`src/design/stss_pkg.sv`:
```
`default_nettype none

package stss_pkg;

  // Limits of the scan geometry
  localparam int unsigned MaxTiles  = 256;
  localparam int unsigned MaxLabels = 8;
  localparam int unsigned MaxSlices = 1024;

  // Configuration register widths
  localparam int unsigned TilesW   = 9;
  localparam int unsigned LabelsW  = 4;
  localparam int unsigned SlicesW  = 11;
  localparam int unsigned DirsW    = 3;
  localparam int unsigned PitchW   = 20;
  localparam int unsigned CfgAddrW = 3;
  localparam int unsigned CfgDataW = 20;

  // Result field widths
  localparam int unsigned ActionW = 2;
  localparam int unsigned SliceW  = 10;
  localparam int unsigned IdxW    = 8;
  localparam int unsigned OffW    = 28;
  localparam int unsigned StackW  = 29;
  localparam int unsigned LabelW  = 3;
  localparam int unsigned ZOffW   = 30;

  // Stream word widths
  localparam int unsigned InDataW  = 8;
  localparam int unsigned OutFieldsW = SliceW + 2 * IdxW + 2 * OffW + StackW + LabelW + 1 + ZOffW;
  localparam int unsigned OutDataW = ((OutFieldsW + 7) / 8) * 8;

  typedef enum logic [ActionW-1:0] {
    ACT_MOVE    = 2'd0,
    ACT_ACQUIRE = 2'd1,
    ACT_SAVE    = 2'd2,
    ACT_CUT     = 2'd3
  } action_e;

  typedef enum logic [CfgAddrW-1:0] {
    REG_TILES_X      = 3'd0,
    REG_TILES_Y      = 3'd1,
    REG_LABEL_COUNT  = 3'd2,
    REG_SLICE_COUNT  = 3'd3,
    REG_INITIAL_DIRS = 3'd4,
    REG_PITCH_X      = 3'd5,
    REG_PITCH_Y      = 3'd6,
    REG_Z_ADVANCE    = 3'd7
  } cfg_reg_e;

  // One result word before packing
  typedef struct packed {
    logic [ZOffW-1:0]   z_offset;
    logic               z_dir;
    logic [LabelW-1:0]  label_index;
    logic [StackW-1:0]  stack_number;
    logic [OffW-1:0]    offset_y;
    logic [OffW-1:0]    offset_x;
    logic [IdxW-1:0]    tile_j;
    logic [IdxW-1:0]    tile_i;
    logic [SliceW-1:0]  slice_number;
  } result_t;

endpackage

`default_nettype wire

```
`src/design/serpentine_tile_scan_sequencer_unit.sv`:
```
// Serpentine tile scan sequencer. Every word taken on the slave stream returns
// one scan command on the master stream: move, acquire and save for each tile,
// tiles in serpentine order per label, labels per slice, and a cut between
// slices. Bit 0 of s_axis_tdata restarts the run before the command is made.
// Once the final save (tlast high) is out, further words without restart give
// no command. One word per clock while the master side takes each command; the command is built
// from the sequence counters in the accept cycle and held in the output
// register, which frees as the master side takes it. A configuration write
// restarts the run; write only while the block is idle.
`default_nettype none

module serpentine_tile_scan_sequencer_unit (
  input  wire logic                            clk_i,
  input  wire logic                            rst_ni,
  input  wire logic                            cfg_we_i,
  input  wire logic [stss_pkg::CfgAddrW-1:0]   cfg_addr_i,
  input  wire logic [stss_pkg::CfgDataW-1:0]   cfg_data_i,
  input  wire logic                            s_axis_tvalid,
  output      logic                            s_axis_tready,
  input  wire logic [stss_pkg::InDataW-1:0]    s_axis_tdata,   // [0] restart, rest zero
  output      logic                            m_axis_tvalid,
  input  wire logic                            m_axis_tready,
  // slice_number, tile_i, tile_j, offset_x, offset_y, stack_number,
  // label_index, z_dir, z_offset, zero fill
  output      logic [stss_pkg::OutDataW-1:0]   m_axis_tdata,
  output      logic [stss_pkg::ActionW-1:0]    m_axis_tuser,   // action
  output      logic                            m_axis_tlast    // last
);

  import stss_pkg::*;

  typedef enum logic [1:0] {
    PH_MOVE = 2'd0,
    PH_ACQ  = 2'd1,
    PH_SAVE = 2'd2,
    PH_CUT  = 2'd3
  } phase_e;

  // Configuration
  logic [TilesW-1:0]  tiles_x_q, tiles_y_q;
  logic [LabelsW-1:0] label_count_q;
  logic [SlicesW-1:0] slice_count_q;
  logic [DirsW-1:0]   init_dirs_q;
  logic [PitchW-1:0]  pitch_x_q, pitch_y_q, z_adv_q;

  // Sequence state
  logic [SliceW-1:0] slice_q, slice_d;
  logic [LabelW-1:0] label_q, label_d;
  logic [IdxW-1:0]   col_q, col_d, row_q, row_d;
  logic [DirsW-1:0]  dir_q, dir_d;
  phase_e            phase_q, phase_d;
  logic [StackW-1:0] stack_q, stack_d;
  logic [ZOffW-1:0]  z_q, z_d;
  logic              fin_q, fin_d;
  logic              pend_q;      // restart owed after reset or config write

  // Output register
  logic              out_valid_q, out_valid_d;
  result_t           res_q, res_d;
  action_e           act_q, act_d;
  logic              last_q, last_d;

  logic [TilesW-1:0]  tx, ty;
  logic [LabelsW-1:0] nl;
  logic [SlicesW-1:0] ns;
  logic [IdxW-1:0]    col0, row0;
  logic               accept, restart;

  // Effective state after an optional restart
  logic [SliceW-1:0] slice_c;
  logic [LabelW-1:0] label_c;
  logic [IdxW-1:0]   col_c, row_c;
  logic [DirsW-1:0]  dir_c;
  phase_e            phase_c;
  logic [StackW-1:0] stack_c;
  logic [ZOffW-1:0]  z_c;
  logic              fin_c;

  logic signed [IdxW+1:0]        dx, dy;
  logic signed [IdxW+PitchW+2:0] px, py;
  logic signed [IdxW+PitchW+2:0] hx, hy;
  logic [ZOffW:0]                z_sum;
  logic [TilesW-1:0]             col_inc, row_inc;
  logic [LabelsW-1:0]            label_inc;
  logic [SlicesW-1:0]            slice_inc;

  assign tx = (tiles_x_q == '0) ? TilesW'(1) :
              (tiles_x_q > TilesW'(MaxTiles)) ? TilesW'(MaxTiles) : tiles_x_q;
  assign ty = (tiles_y_q == '0) ? TilesW'(1) :
              (tiles_y_q > TilesW'(MaxTiles)) ? TilesW'(MaxTiles) : tiles_y_q;
  assign nl = (label_count_q == '0) ? LabelsW'(1) :
              (label_count_q > LabelsW'(MaxLabels)) ? LabelsW'(MaxLabels) : label_count_q;
  assign ns = (slice_count_q == '0) ? SlicesW'(1) :
              (slice_count_q > SlicesW'(MaxSlices)) ? SlicesW'(MaxSlices) : slice_count_q;

  // Start corner: a positive direction starts at the far end and counts down
  assign col0 = init_dirs_q[0] ? IdxW'(tx - TilesW'(1)) : '0;
  assign row0 = init_dirs_q[1] ? IdxW'(ty - TilesW'(1)) : '0;

  assign s_axis_tready = !out_valid_q || m_axis_tready;
  assign accept        = s_axis_tvalid && s_axis_tready;
  assign restart       = s_axis_tdata[0] || pend_q;

  always_comb begin
    if (restart) begin
      slice_c = '0;
      label_c = '0;
      col_c   = col0;
      row_c   = row0;
      dir_c   = init_dirs_q;
      phase_c = PH_MOVE;
      stack_c = '0;
      z_c     = '0;
      fin_c   = 1'b0;
    end else begin
      slice_c = slice_q;
      label_c = label_q;
      col_c   = col_q;
      row_c   = row_q;
      dir_c   = dir_q;
      phase_c = phase_q;
      stack_c = stack_q;
      z_c     = z_q;
      fin_c   = fin_q;
    end

    // Tile centre: pitch * ((n-1) - 2*idx) / 2, halved toward zero
    dx = (IdxW+2)'($signed({2'b00, tx})) - (IdxW+2)'(1) - (IdxW+2)'($signed({1'b0, col_c, 1'b0}));
    dy = (IdxW+2)'($signed({2'b00, ty})) - (IdxW+2)'(1) - (IdxW+2)'($signed({1'b0, row_c, 1'b0}));
    px = dx * $signed({1'b0, pitch_x_q});
    py = dy * $signed({1'b0, pitch_y_q});
    hx = (px + ((px < 0) ? (IdxW+PitchW+3)'(1) : '0)) >>> 1;
    hy = (py + ((py < 0) ? (IdxW+PitchW+3)'(1) : '0)) >>> 1;

    z_sum     = {1'b0, z_c} + (ZOffW+1)'(z_adv_q);
    col_inc   = {1'b0, col_c} + TilesW'(1);
    row_inc   = {1'b0, row_c} + TilesW'(1);
    label_inc = {1'b0, label_c} + LabelsW'(1);
    slice_inc = {1'b0, slice_c} + SlicesW'(1);

    slice_d = slice_c;
    label_d = label_c;
    col_d   = col_c;
    row_d   = row_c;
    dir_d   = dir_c;
    phase_d = phase_c;
    stack_d = stack_c;
    z_d     = z_c;
    fin_d   = fin_c;

    res_d              = '0;
    res_d.slice_number = slice_c;
    last_d             = 1'b0;
    act_d              = ACT_MOVE;

    unique case (phase_c)
      PH_MOVE: begin
        act_d          = ACT_MOVE;
        res_d.tile_i   = col_c;
        res_d.tile_j   = row_c;
        res_d.offset_x = OffW'(hx);
        res_d.offset_y = OffW'(hy);
        phase_d        = PH_ACQ;
      end
      PH_ACQ: begin
        act_d              = ACT_ACQUIRE;
        res_d.stack_number = stack_c;
        res_d.label_index  = label_c;
        res_d.z_dir        = dir_c[2];
        res_d.z_offset     = z_c;
        stack_d            = stack_c + StackW'(1);
        dir_d[2]           = !dir_c[2];
        phase_d            = PH_SAVE;
      end
      PH_SAVE: begin
        act_d   = ACT_SAVE;
        phase_d = PH_MOVE;
        if (dir_c[0] && col_c != '0) begin
          col_d = col_c - IdxW'(1);
        end else if (!dir_c[0] && col_inc < tx) begin
          col_d = IdxW'(col_inc);
        end else begin
          // row end: X reverses, step Y
          dir_d[0] = !dir_c[0];
          if (dir_c[1] && row_c != '0) begin
            row_d = row_c - IdxW'(1);
          end else if (!dir_c[1] && row_inc < ty) begin
            row_d = IdxW'(row_inc);
          end else begin
            // label pass done: Y reverses
            dir_d[1] = !dir_c[1];
            label_d  = LabelW'(label_inc);
            if (label_inc >= nl) begin
              if (slice_inc < ns) begin
                phase_d = PH_CUT;
              end else begin
                last_d = 1'b1;
                fin_d  = 1'b1;
              end
            end
          end
        end
      end
      PH_CUT: begin
        act_d   = ACT_CUT;
        slice_d = SliceW'(slice_inc);
        z_d     = z_sum[ZOffW] ? {ZOffW{1'b1}} : z_sum[ZOffW-1:0];
        dir_d   = init_dirs_q;
        col_d   = col0;
        row_d   = row0;
        label_d = '0;
        phase_d = PH_MOVE;
      end
    endcase

    if (accept) begin
      out_valid_d = !fin_c;
    end else if (m_axis_tready) begin
      out_valid_d = 1'b0;
    end else begin
      out_valid_d = out_valid_q;
    end
  end

  always_ff @(posedge clk_i or negedge rst_ni) begin
    if (!rst_ni) begin
      tiles_x_q     <= TilesW'(1);
      tiles_y_q     <= TilesW'(1);
      label_count_q <= LabelsW'(1);
      slice_count_q <= SlicesW'(1);
      init_dirs_q   <= '0;
      pitch_x_q     <= '0;
      pitch_y_q     <= '0;
      z_adv_q       <= '0;
      slice_q       <= '0;
      label_q       <= '0;
      col_q         <= '0;
      row_q         <= '0;
      dir_q         <= '0;
      phase_q       <= PH_MOVE;
      stack_q       <= '0;
      z_q           <= '0;
      fin_q         <= 1'b0;
      pend_q        <= 1'b1;
      out_valid_q   <= 1'b0;
    end else begin
      out_valid_q <= out_valid_d;
      if (accept) begin
        slice_q <= slice_d;
        label_q <= label_d;
        col_q   <= col_d;
        row_q   <= row_d;
        dir_q   <= dir_d;
        phase_q <= phase_d;
        stack_q <= stack_d;
        z_q     <= z_d;
        fin_q   <= fin_d;
      end
      if (cfg_we_i) begin
        pend_q <= 1'b1;
      end else if (accept) begin
        pend_q <= 1'b0;
      end
      if (cfg_we_i) begin
        unique case (cfg_reg_e'(cfg_addr_i))
          REG_TILES_X:      tiles_x_q     <= cfg_data_i[TilesW-1:0];
          REG_TILES_Y:      tiles_y_q     <= cfg_data_i[TilesW-1:0];
          REG_LABEL_COUNT:  label_count_q <= cfg_data_i[LabelsW-1:0];
          REG_SLICE_COUNT:  slice_count_q <= cfg_data_i[SlicesW-1:0];
          REG_INITIAL_DIRS: init_dirs_q   <= cfg_data_i[DirsW-1:0];
          REG_PITCH_X:      pitch_x_q     <= cfg_data_i[PitchW-1:0];
          REG_PITCH_Y:      pitch_y_q     <= cfg_data_i[PitchW-1:0];
          REG_Z_ADVANCE:    z_adv_q       <= cfg_data_i[PitchW-1:0];
          default: ;
        endcase
      end
    end
  end

  // Payload registers
  always_ff @(posedge clk_i) begin
    if (accept) begin
      res_q  <= res_d;
      act_q  <= act_d;
      last_q <= last_d;
    end
  end

  assign m_axis_tvalid = out_valid_q;
  assign m_axis_tdata  = OutDataW'(res_q);
  assign m_axis_tuser  = act_q;
  assign m_axis_tlast  = last_q;

endmodule

`default_nettype wire
```
`config.mk`:
```
export PLATFORM = sky130hd
export DESIGN_NAME = serpentine_tile_scan_sequencer_unit
export DESIGN_NICKNAME = d
export VERILOG_FILES = /design/src/design/stss_pkg.sv /design/src/design/serpentine_tile_scan_sequencer_unit.sv
export SDC_FILE = /design/constraint.sdc
export NUM_CORES = 2
export LEC_CHECK = 0
export BUFFER_PORTS_ARGS = -buffer_cell sky130_fd_sc_hd__buf_4
export CAP_MARGIN = 20
export CELL_PAD_IN_SITES_DETAIL_PLACEMENT = 1
export CELL_PAD_IN_SITES_GLOBAL_PLACEMENT = 1
export CORE_UTILIZATION = 30
export DETAILED_ROUTE_END_ITERATION = 16
export GPL_ROUTABILITY_DRIVEN = 0
export PLACE_DENSITY_LB_ADDON = 0.15
export SYNTH_ARGS = -nofsm -noshare
export SYNTH_HDL_FRONTEND = slang
export SYNTH_SLANG_ARGS = --single-unit
export TNS_END_PERCENT = 10
```
`constraint.sdc`:
```
create_clock -name clk_i -period 13.3 [get_ports clk_i]
set_clock_uncertainty 0.1 [all_clocks]
set_input_delay 3.99 -clock clk_i [delete_from_list [all_inputs] [get_ports clk_i]]
set_output_delay 3.99 -clock clk_i [all_outputs]
set_load 0.01 [all_outputs]
```
==> reports/metrics.cfg <==
[setup_path]
cp.required_ns=13.67
crit_top_cell=fa_1
cpMaxStageDelayCell=fa_1
end_kind=register
max_stage_delay_ns=0.57
start_kind=input pin
crit_fanout=15
path_class=input pin to register
cp.arrival_ns=13.06

[sta]
final.setup.tns_ns=0
worst_pin_slew_ns=0.971
rsz0062_at_grt=no
hold_viol_final=0
finalSetupViolations=0
finalCriticalPeriod_ns=12.69
setup_ws_ns=0.614
slew_headroom=0.348
max_freq_ghz=0.0788
fin_crit_sh=0.954
drv_slew=0

[cts]
clockBufferDepth=3
h-tree-depth=2
clk_latency_ns=0.63
cts_tree=yes
cts_made_buffers=45
cts.sinks=340
clkSlewWorstSetupHoldPaths_ns=0.06
cts_root_buf=clkbuf_16

[global_routing]
globalRouteOverflowTotal=0
grt_pass1_vias=27900
grt_pass1_wl_um=161000
grt_start_max_net_pins=83
grt_usage=0.183
antenna_found_initial=11

[logic_synthesis]
synth.avg_cell_area_um2=9.22
synthTopCellsByArea=fa_1 (18%), dfrtp_1 (14%), edfxtp_1 (13%), ha_1 (9.6%), and2_1 (5.6%)
async_flop_share=0.565
netlist_top_cells_count=inv_1 (442), nand2_1 (373), and2_1 (295)
synth_edf_count=148
ys.flop_type=dfrtp_1
netlist.area_leader.share=0.175
ys_seq_area_frac=0.280
ys_warn_count=0
synth_seq_cells=340
yosysMostFrequentCell=inv_1
yosysTopAreaCell=fa_1
synthCells=3579
netlist_area_um2=33000
synthDistinctLibCells=85

[placement]
hpwlAfterDp_um=76800
dpl_cell_area_um2=36800
pre_cts_slack_ns=-0.107
port_buffers=178

[floorplan]
die-area_um2=111000
die_y_um=334
initial_core_util=0.303
core_um2=109000
die_w_um=334
rows=121
io_pins=193

[worst_hold_path]
hold_path_class=register to register

[cells_and_area]
insertedDiodeCount=0
fin_nets=4369
n_fill_cell=12600
drive_gt1_frac=0.145
post-route-util=0.352
area_growth_pct=16.2
stdcell_area_um2=38300

[drt]
wl_um=102000
viasPerCell=4.98
vias=26100
antenna_left=0
wl_per_cell_um=19.4
dr.first_iter.drc_count=1120
drc=0
first_pass_iters=5

[outcome]
status=finished, final reports clean

[job]
max-cap-violations=0

==> sequential cells by signal (all words and copies together) (netlist names), 2 cells and up <==
register,cells
pitch_x_q,20
dir_q,3
slice_count_q,11
m_axis_tdata,145
col_q,8
phase_q,2
pitch_y_q,20
z_q,30
label_count_q,4
tiles_x_q,9
tiles_y_q,9
slice_q,10
m_axis_tuser,2
init_dirs_q,3
z_adv_q,20
row_q,8
stack_q,29
label_q,3
==> logic make-up (layout without fill, tap and decap cells) <==
group	Yosys count	in the layout	share of synthesized area
adder cells (fa/ha/maj)	542	542	0.271
XOR/XNOR	150	150	0.0398
AO/OA/AOI/OAI	561	561	0.110
other	1	7	0.000114
AND/OR/NAND/NOR	1254	1254	0.191
buffers and inverters	626	869	0.0721
flip-flops	340	340	0.280
multiplexers	105	105	0.0354
==> cell usage in the layout (no fill, tap or decap), types with 28 or more instances in the layout <==
cell type / instances
inv_1: 442
and2_1: 295
xnor2_1: 96
a31oi_1: 29
nor2_1: 231
clkbuf_16: 47
a21o_1: 54
edfxtp_1: 148
fa_1: 289
nand2_1: 372
mux2_2: 93
nor2b_1: 32
buf_4: 325
nand3_1: 65
dfrtp_1: 187
nor3_1: 54
ha_1: 253
nand4_1: 39
or2_2: 28
xor2_1: 53
o21ai_0: 147
a21oi_1: 126
==> worst paths after layout <==
check,startpoint,end,slack (ns),cells after the start
setup / recovery,s_axis_tdata[0],m_axis_tdata[53]$_SDFFCE_PP0P_,0.61,35
hold / removal,z_q[17]$_DFFE_PN0P_,z_q[17]$_DFFE_PN0P_,0.39,2
setup reg to reg,tiles_y_q[4]$_DFFE_PN0P_,m_axis_tdata[81]$_SDFFCE_PP0P_,2.56,40
hold reg to reg,z_q[17]$_DFFE_PN0P_,z_q[17]$_DFFE_PN0P_,0.39,2
max in group asynchronous,rst_ni,z_q[7]$_DFFE_PN0P_,8.46,2
min in group asynchronous,rst_ni,stack_q[7]$_DFFE_PN0P_,3.29,1
==> through the flow <==
stage / cells / hold slack (ns)
detailed placement: 5156 / 0.376
finish: 5242 / 0.387
floorplan: 3585 / 0.339
global placement: 5156 / 0.366
global route: 5242 / 0.404
CTS: 5240 / 0.392
==> timing repair <==
action                                  4_1_cts  5_1_grt
endpoints found under the setup margin        0        2
hold buffers                                  0        0
gates resized for setup                       0        1
setup buffers                                 0        0
==> critical path, delay by kind of cell <==
family / cells / cell delay [ns]
AOI/OAI and AO/OA: 16 / 3.34
adders and majority gates: 8 / 3.32
and+or+nand+nor: 5 / 1.27
buffers and inverters: 5 / 0.82
xor gates and xnor gates: 1 / 0.32
==> area by class of cell <==
type	instances	area (um^2)	share of cell area
Clock inverter	23	288	0.00751
Sequential cell	340	9260	0.241
Inverter	449	1690	0.0442
Timing Repair Buffer	336	2630	0.0687
Multi-Input combinational cell	2619	21500	0.560
Tap cell	1414	1770	0.0461
Clock buffer	61	1250	0.0326
==> per-layer routing <==
metal | vias to the layer above | share of wire | GRT usage | wire (um)
met3 | 99 | 0.031 | 0.0219 | 3200
met4 | 0 | 0.021 | 0.0437 | 2180
met1 | 13400 | 0.47 | 0.251 | 48000
met5 | - | 0 | 0 | 0
li1 | 12300 | - | - | -
met2 | 324 | 0.48 | 0.307 | 48300
Power is left out: the tool's default activity adds up to more than one toggle a clock period on the data nets, which glitch-free logic cannot reach.
